`config.mk`:
```
export PLATFORM = sky130hd
export DESIGN_NAME = ascii85_group_decoder_core
export DESIGN_NICKNAME = d
export VERILOG_FILES = /design/src/a85gd_pkg.sv /design/src/ascii85_group_decoder_core.sv /design/src/a85gd_result_queue.sv
export VERILOG_INCLUDE_DIRS = /design/src /design/src/src
export SDC_FILE = /design/constraint.sdc
export NUM_CORES = 1
export LEC_CHECK = 0
export ABC_AREA = 1
export BUFFER_PORTS_ARGS = -buffer_cell sky130_fd_sc_hd__buf_2
export CAP_MARGIN = 20
export CELL_PAD_IN_SITES_DETAIL_PLACEMENT = 0
export CELL_PAD_IN_SITES_GLOBAL_PLACEMENT = 1
export CORE_MARGIN = 2
export CORE_UTILIZATION = 54
export DETAILED_ROUTE_END_ITERATION = 6
export HOLD_SLACK_MARGIN = 0.15
export PLACE_DENSITY_LB_ADDON = 0.1
export RECOVER_POWER = 50
export SLEW_MARGIN = 20
export SYNTH_ARGS = -nofsm -noshare
export SYNTH_HDL_FRONTEND = slang
export SYNTH_SLANG_ARGS = --single-unit
export TNS_END_PERCENT = 20
```
`constraint.sdc`:
```
create_clock -name clk -period 9.6 [get_ports clk]
set_clock_uncertainty 0.15 [all_clocks]
set_input_delay 2.88 -clock clk [delete_from_list [all_inputs] [get_ports clk]]
set_output_delay 2.88 -clock clk [all_outputs]
set_load 0.02 [all_outputs]
```
`src/ascii85_group_decoder_core_assert.svh`:
```
// Assertion macros for the ascii85 group decoder.
// Each macro takes a label, an antecedent, a consequent and a message.
// They expand to nothing in synthesis.
`ifndef ASCII85_GROUP_DECODER_CORE_ASSERT_SVH
`define ASCII85_GROUP_DECODER_CORE_ASSERT_SVH

`ifndef SYNTHESIS

`define A85GD_ASSERT_NOW(name, ante, cons, msg) \
    name: assert property (@(posedge clk) disable iff (!rst_n) (ante) |-> (cons)) \
        else $error(msg);

`define A85GD_ASSERT_NEXT(name, ante, cons, msg) \
    name: assert property (@(posedge clk) disable iff (!rst_n) (ante) |=> (cons)) \
        else $error(msg);

`else

`define A85GD_ASSERT_NOW(name, ante, cons, msg)

`define A85GD_ASSERT_NEXT(name, ante, cons, msg)

`endif

`endif

```
`src/a85gd_pkg.sv`:
```
package a85gd_pkg;

    // Result status codes
    typedef enum logic [1:0] {
        ST_DATA       = 2'd0,
        ST_INVALID    = 2'd1,
        ST_INCOMPLETE = 2'd2,
        ST_CLEAN      = 2'd3
    } status_t;

    localparam logic [7:0] DIGIT_LO     = 8'd33;
    localparam logic [7:0] DIGIT_HI     = 8'd117;
    localparam logic [2:0] GROUP_DIGITS = 3'd5;
    localparam int         QUEUE_DEPTH  = 4;
    localparam int         BYTES_PER_WORD = 4;

    // One queued result: a decoded word (four beats) or a status (one beat)
    typedef struct packed {
        status_t     status;
        logic [31:0] word;
    } entry_t;

    typedef struct packed {
        logic   valid;
        entry_t entry;
    } push_t;

    // Weight of a digit by its position within the group
    function automatic logic [25:0] pow85(input logic [2:0] pos);
        logic [25:0] w;
        case (pos)
            3'd0:    w = 26'd1;
            3'd1:    w = 26'd85;
            3'd2:    w = 26'd7225;
            3'd3:    w = 26'd614125;
            3'd4:    w = 26'd52200625;
            default: w = 26'd1;
        endcase
        return w;
    endfunction

endpackage

```
`src/ascii85_group_decoder_core.sv`:
```
// ASCII85 group decoder. Takes one character beat per cycle (or an end
// marker beat) and returns decoded bytes and status beats. Whitespace is
// skipped; characters '!' through 'u' are base-85 digits, five to a group,
// most significant first, and each full group yields four data beats (most
// significant byte first, group_last on the fourth). Any other character
// yields one invalid-character beat and makes the error sticky: later
// characters are dropped until the end marker. The end marker yields one
// beat whose status reports the earlier error, an incomplete group, or a
// clean end, then returns the decoder to its reset state. There is no 'z'
// shortcut and no short final group. Input beats are taken at one per cycle;
// each beat is decoded in the cycle it is accepted and its results are
// written into a result queue of QUEUE_DEPTH entries (a group's word or one
// status per entry), drained at one output beat per cycle while out_stall is
// low. The input stalls only while that queue is full, so while the output
// is not stalled a steady stream runs at one input beat per cycle.

`include "ascii85_group_decoder_core_assert.svh"

module ascii85_group_decoder_core #(
    parameter int QUEUE_DEPTH = a85gd_pkg::QUEUE_DEPTH
) (
    input  logic       clk,
    input  logic       rst_n,
    input  logic       in_valid,
    output logic       in_stall,
    input  logic [7:0] symbol,
    input  logic       end_marker,
    output logic       out_valid,
    input  logic       out_stall,
    output logic [7:0] out_byte,
    output logic [1:0] status,
    output logic       group_last
);

    // Decoder state
    logic [31:0] acc_reg, acc_next;
    logic [2:0]  digits_left_reg, digits_left_next;
    logic        error_seen_reg, error_seen_next;

    logic             accept;
    logic             queue_full;
    logic             is_blank;
    logic             is_digit;
    logic [6:0]       digit;
    logic [2:0]       pos;
    logic [31:0]      product;
    logic [31:0]      acc_sum;
    a85gd_pkg::push_t push;

    assign in_stall = queue_full;
    assign accept   = in_valid && !in_stall;

    always_comb
    begin
        is_blank = symbol inside {[8'd9:8'd13], 8'd32};
        is_digit = symbol inside {[a85gd_pkg::DIGIT_LO:a85gd_pkg::DIGIT_HI]};
    end

    // One constant-weight multiply and one add per digit; the sum wraps mod 2^32
    assign digit   = 7'(symbol - a85gd_pkg::DIGIT_LO);
    assign pos     = 3'(digits_left_reg - 3'd1);
    assign product = 32'(34'(digit) * 34'(a85gd_pkg::pow85(pos)));
    assign acc_sum = acc_reg + product;

    always_comb
    begin
        acc_next          = acc_reg;
        digits_left_next  = digits_left_reg;
        error_seen_next   = error_seen_reg;
        push.valid        = 1'b0;
        push.entry.status = a85gd_pkg::ST_DATA;
        push.entry.word   = 32'd0;
        if (accept)
        begin
            if (end_marker)
            begin
                // Report how the stream ended, then return to reset state
                push.valid = 1'b1;
                if (error_seen_reg)
                begin
                    push.entry.status = a85gd_pkg::ST_INVALID;
                end
                else if (digits_left_reg != a85gd_pkg::GROUP_DIGITS)
                begin
                    push.entry.status = a85gd_pkg::ST_INCOMPLETE;
                end
                else
                begin
                    push.entry.status = a85gd_pkg::ST_CLEAN;
                end
                acc_next         = 32'd0;
                digits_left_next = a85gd_pkg::GROUP_DIGITS;
                error_seen_next  = 1'b0;
            end
            else if (error_seen_reg || is_blank)
            begin
                // Drop the beat
            end
            else if (!is_digit)
            begin
                // Keep the partial group, flag the error once
                push.valid        = 1'b1;
                push.entry.status = a85gd_pkg::ST_INVALID;
                error_seen_next   = 1'b1;
            end
            else if (digits_left_reg == 3'd1)
            begin
                // Fifth digit: hand the whole word to the result queue
                push.valid        = 1'b1;
                push.entry.status = a85gd_pkg::ST_DATA;
                push.entry.word   = acc_sum;
                acc_next          = 32'd0;
                digits_left_next  = a85gd_pkg::GROUP_DIGITS;
            end
            else
            begin
                acc_next         = acc_sum;
                digits_left_next = pos;
            end
        end
    end

    always_ff @(posedge clk or negedge rst_n)
    begin
        if (!rst_n)
        begin
            acc_reg         <= 32'd0;
            digits_left_reg <= a85gd_pkg::GROUP_DIGITS;
            error_seen_reg  <= 1'b0;
        end
        else
        begin
            acc_reg         <= acc_next;
            digits_left_reg <= digits_left_next;
            error_seen_reg  <= error_seen_next;
        end
    end

    a85gd_result_queue #(
        .QUEUE_DEPTH (QUEUE_DEPTH)
    ) u_result_queue (
        .clk        (clk),
        .rst_n      (rst_n),
        .push       (push),
        .full       (queue_full),
        .out_valid  (out_valid),
        .out_stall  (out_stall),
        .out_byte   (out_byte),
        .status     (status),
        .group_last (group_last)
    );

    // Digit count stays within one group
    `A85GD_ASSERT_NOW(a_digits_range, 1'b1, digits_left_reg >= 3'd1 && digits_left_reg <= a85gd_pkg::GROUP_DIGITS, "digit count out of range")

    // End marker restores the reset state
    `A85GD_ASSERT_NEXT(a_end_resets, accept && end_marker, acc_reg == 32'd0 && digits_left_reg == a85gd_pkg::GROUP_DIGITS && !error_seen_reg, "end marker did not reset state")

    // Error stays set until an end marker
    `A85GD_ASSERT_NEXT(a_error_sticky, error_seen_reg && !(accept && end_marker), error_seen_reg, "error flag dropped early")

    // A partial group never coexists with a cleared count
    `A85GD_ASSERT_NOW(a_idle_acc_zero, digits_left_reg == a85gd_pkg::GROUP_DIGITS, acc_reg == 32'd0, "accumulator not clear at group start")

endmodule

```
`src/a85gd_result_queue.sv`:
```
module a85gd_result_queue #(
    parameter int QUEUE_DEPTH = a85gd_pkg::QUEUE_DEPTH
) (
    input  logic                clk,
    input  logic                rst_n,
    input  a85gd_pkg::push_t    push,
    output logic                full,
    output logic                out_valid,
    input  logic                out_stall,
    output logic [7:0]          out_byte,
    output logic [1:0]          status,
    output logic                group_last
);

    localparam int PTR_W   = (QUEUE_DEPTH > 1) ? $clog2(QUEUE_DEPTH) : 1;
    localparam int CNT_W   = $clog2(QUEUE_DEPTH + 1);
    localparam int BEAT_W  = $clog2(a85gd_pkg::BYTES_PER_WORD);
    localparam logic [PTR_W-1:0]  PTR_MAX  = PTR_W'(QUEUE_DEPTH - 1);
    localparam logic [CNT_W-1:0]  CNT_FULL = CNT_W'(QUEUE_DEPTH);
    localparam logic [BEAT_W-1:0] BEAT_MAX = BEAT_W'(a85gd_pkg::BYTES_PER_WORD - 1);

    a85gd_pkg::entry_t entry_reg [QUEUE_DEPTH];
    logic [PTR_W-1:0]  head_reg, head_next;
    logic [PTR_W-1:0]  tail_reg, tail_next;
    logic [CNT_W-1:0]  count_reg, count_next;
    logic [BEAT_W-1:0] beat_reg, beat_next;

    a85gd_pkg::entry_t head_entry;
    logic              beat_take;
    logic              entry_done;
    logic              is_data;
    logic [7:0]        byte_sel;

    assign head_entry = entry_reg[head_reg];
    assign is_data    = (head_entry.status == a85gd_pkg::ST_DATA);
    assign out_valid  = (count_reg != '0);
    assign full       = (count_reg == CNT_FULL);
    assign beat_take  = out_valid && !out_stall;
    assign group_last = !is_data || (beat_reg == BEAT_MAX);
    assign entry_done = beat_take && group_last;

    // Most significant byte first
    always_comb
    begin
        byte_sel = 8'(head_entry.word >> ({3'd0, BEAT_MAX - beat_reg} * 5'd8));
    end

    assign out_byte = is_data ? byte_sel : 8'd0;
    assign status   = head_entry.status;

    always_comb
    begin
        head_next  = head_reg;
        tail_next  = tail_reg;
        count_next = count_reg;
        beat_next  = beat_reg;
        if (beat_take)
        begin
            beat_next = entry_done ? '0 : BEAT_W'(beat_reg + 1'b1);
        end
        if (entry_done)
        begin
            head_next = (head_reg == PTR_MAX) ? '0 : PTR_W'(head_reg + 1'b1);
        end
        if (push.valid)
        begin
            tail_next = (tail_reg == PTR_MAX) ? '0 : PTR_W'(tail_reg + 1'b1);
        end
        case ({push.valid, entry_done})
            2'b10:   count_next = CNT_W'(count_reg + 1'b1);
            2'b01:   count_next = CNT_W'(count_reg - 1'b1);
            default: count_next = count_reg;
        endcase
    end

    always_ff @(posedge clk or negedge rst_n)
    begin
        if (!rst_n)
        begin
            head_reg  <= '0;
            tail_reg  <= '0;
            count_reg <= '0;
            beat_reg  <= '0;
        end
        else
        begin
            head_reg  <= head_next;
            tail_reg  <= tail_next;
            count_reg <= count_next;
            beat_reg  <= beat_next;
        end
    end

    always_ff @(posedge clk)
    begin
        if (push.valid)
        begin
            entry_reg[tail_reg] <= push.entry;
        end
    end

endmodule
```
==> impl_metrics.json <==
{
  "status": "finished with violations",
  "violations": "max-capacitance violations, max-slew violations",
  "design_area_um2": 14960,
  "drt_first_iter_violations": 751,
  "startpoint_type": "primary input",
  "netlist-cell-type-count": 48,
  "place_ws_ps": 936.4,
  "n_antenna_cell": 0,
  "whs_ps": 337.0,
  "firstDrtPassIters": 5,
  "hold_class": "reg -> reg",
  "antenna_left": 0,
  "vias": 10160,
  "grt_pass1_vias": 10020,
  "min_period_over_period_pct": 89.44,
  "core.rowCount": 58,
  "hpwlAfterDp_mm": 25.58,
  "grt_antenna_before_repair": 0,
  "ys_ff_latch": 181,
  "synth-main-ff-cell": "edfxtp_1",
  "numPortBuffers": 25,
  "grt_overflow_total": 0,
  "dpl_cell_area_um2": 14360,
  "avgViaCountPerCell": 5.153,
  "cts_sinks": 181,
  "layout-drive-gt1-share_pct": 6.703,
  "regArea_um2": 5214,
  "finalNetCount": 1841,
  "dieArea_um2": 27100,
  "multi_input_comb_area_um2": 7182,
  "wire_per_inst_um": 17.17,
  "fmax_mhz": 116.5,
  "final.setup.tns_ps": 0,
  "synth_top_cell_area_share_pct": 29.32,
  "wl_mm": 33.83,
  "grt.total_usage_pct": 26.41,
  "setup_viol": 0,
  "cts_post_setup_buffers_inserted": 0,
  "tightest_slew_ps": 2899,
  "drc": 0,
  "syn_nets": 1822,
  "n_fill_cell": 2319,
  "clock-root-buffer": "clkbuf_16",
  "grt_start_max_net_pins": 73,
  "cts_resized": 0,
  "ys_async_sr_fraction_pct": 24.86,
  "setup_slack_ps": 1014,
  "required_ps": 9650,
  "clk_pin_slew_ps": 80,
  "numCtsBuffers": 17,
  "end_kind": "flip-flop",
  "synth_edf_count": 136,
  "min_period_ps": 8586,
  "r2r_slack_ps": 3140,
  "io_pins": 26,
  "critPathArrivalTime_ps": 8640,
  "crit_fanout": 8,
  "htreeDepth": 4,
  "grt_pass1_wl_mm": 53.89,
  "critPathKind": "in -> reg",
  "fp.dieW_um": 164.6,
  "rsz0062_at_grt": "false",
  "ctsLongestPathBuffers": 2,
  "core_area_um2": 25250,
  "ys_warn_count": 0,
  "die_h_um": 164.6,
  "cts_tree": "built",
  "synth_top_cell_by_area": "edfxtp_1",
  "yosysSeqAreaShare_pct": 37.42,
  "syn_inst": 1609,
  "hold_buffers": 0,
  "largest_reg_flops": 136,
  "max_cap_viol_count": 5,
  "synth.top_cells.by_area": "edfxtp_1, fa_1, ha_1",
  "start_util_pct": 55.16,
  "max-slew-margin-rel_pct": -93.26,
  "synth_area_um2": 13930,
  "slew_viol_final": 170,
  "gp_congestion": 0.9029,
  "syn_area_per_cell_um2": 8.658,
  "clock_latency_ps": 440,
  "syn_to_final_growth_pct": 7.392,
  "hold_violations": 0
}
==> layout make-up <==
cell class / count / area share (%)
Clock buffer: 18 / 2.869
Timing Repair Buffer: 35 / 1.472
Sequential cell: 181 / 34.85
Clock inverter: 14 / 1.229
Multi-Input combinational cell: 1044 / 48.01
Tap cell: 330 / 2.760
Inverter: 349 / 8.815
==> through the flow <==
| stage | cells | utilization [%] |
|---|---|---|
| after floorplan | 1609 | - |
| after global placement | 1937 | 56.85 |
| after detailed placement | 1937 | 56.85 |
| after CTS | 1969 | 59.27 |
| after global routing | 1971 | 59.24 |
| final | 1971 | 59.24 |
==> worst paths after layout <==
| kind | startpoint | endpoint | cells after the start |
|---|---|---|---|
| max in group asynchronous | rst_n | u_result_queue.head_reg[0]$_DFFE_PN0P_ | 2 |
| min in group asynchronous | rst_n | digits_left_reg[1]$_DFFE_PN0P_ | 2 |
| max reg2reg | digits_left_reg[0]$_DFFE_PN1P_ | u_result_queue.entry_reg[0][14]$_DFFE_PP_ | 24 |
| min | acc_reg[29]$_DFFE_PN0P_ | acc_reg[29]$_DFFE_PN0P_ | 2 |
| min reg2reg | acc_reg[29]$_DFFE_PN0P_ | acc_reg[29]$_DFFE_PN0P_ | 2 |
| max | symbol[0] | u_result_queue.entry_reg[2][17]$_DFFE_PP_ | 25 |
==> critical path: stages <==
cell	delay (ps)
clkbuf_1	340
inv_1	240
ha_1	300
inv_1	90
nor2_1	40
nor2_1	480
nor2_1	230
fa_1	570
inv_1	50
fa_1	480
inv_1	60
fa_1	530
inv_1	60
fa_1	530
inv_1	40
ha_1	350
nand2_1	140
inv_1	80
nand2_1	50
nand2_1	80
inv_1	40
nand2_1	140
a21oi_1	120
xnor2_1	340
nor2b_1	360
==> layer usage <==
layer	vias to the layer above	track usage, %	wire length, µm
li1	5065	-	-
met1	4808	37.40	15820
met2	245	43.57	15800
met3	39	3.139	1607
met4	0	6.798	608
met5	-	0	0
==> Yosys cell counts, types with 10 or more instances <==
| cell type | instances |
|---|---|
| o221ai_1 | 16 |
| dfrtp_1 | 43 |
| buf_2 | 16 |
| a21oi_1 | 30 |
| o211ai_1 | 14 |
| xor2_1 | 15 |
| o21ai_1 | 10 |
| edfxtp_1 | 136 |
| nand2_1 | 333 |
| o21ai_0 | 74 |
| ha_1 | 103 |
| nor2_1 | 201 |
| fa_1 | 97 |
| inv_2 | 11 |
| inv_1 | 332 |
| nand3_1 | 67 |
==> cells in the final DEF, fill, tap and decap left out, drive strengths merged <==
master | netlist | final
a21o | 3 | 3
a21oi | 33 | 33
a31oi | 1 | 1
and2 | 3 | 3
and3 | 1 | 1
buf | 26 | 27
bufinv | 0 | 1
clkbuf | 9 | 26
clkinv | 2 | 8
clkinvlp | 0 | 1
dfrtp | 43 | 43
dfstp | 2 | 2
edfxtp | 136 | 136
fa | 97 | 97
ha | 103 | 103
inv | 347 | 353
nand2 | 347 | 347
nand3 | 68 | 68
nand3b | 6 | 6
nand4 | 8 | 8
nor2 | 217 | 217
nor2b | 7 | 7
nor3 | 3 | 3
o211ai | 14 | 14
o21ai | 85 | 85
o21bai | 1 | 1
o221ai | 16 | 16
o22ai | 2 | 2
or2 | 5 | 5
xnor2 | 9 | 9
xor2 | 15 | 15
==> cells by family (layout without fill, tap and decap cells) <==
family	Yosys count	after routing	share of synthesized area, %
buffers and inverters	384	416	10.94
adders and majority gates	200	200	23.19
DFF	181	181	37.42
AOI/OAI and AO/OA	155	155	6.512
and+or+nand+nor	665	665	20.43
xor gates and xnor gates	24	24	1.509
Power is not shown: default switching activity piles up to over one toggle a cycle in this logic, so the estimate is an artifact.
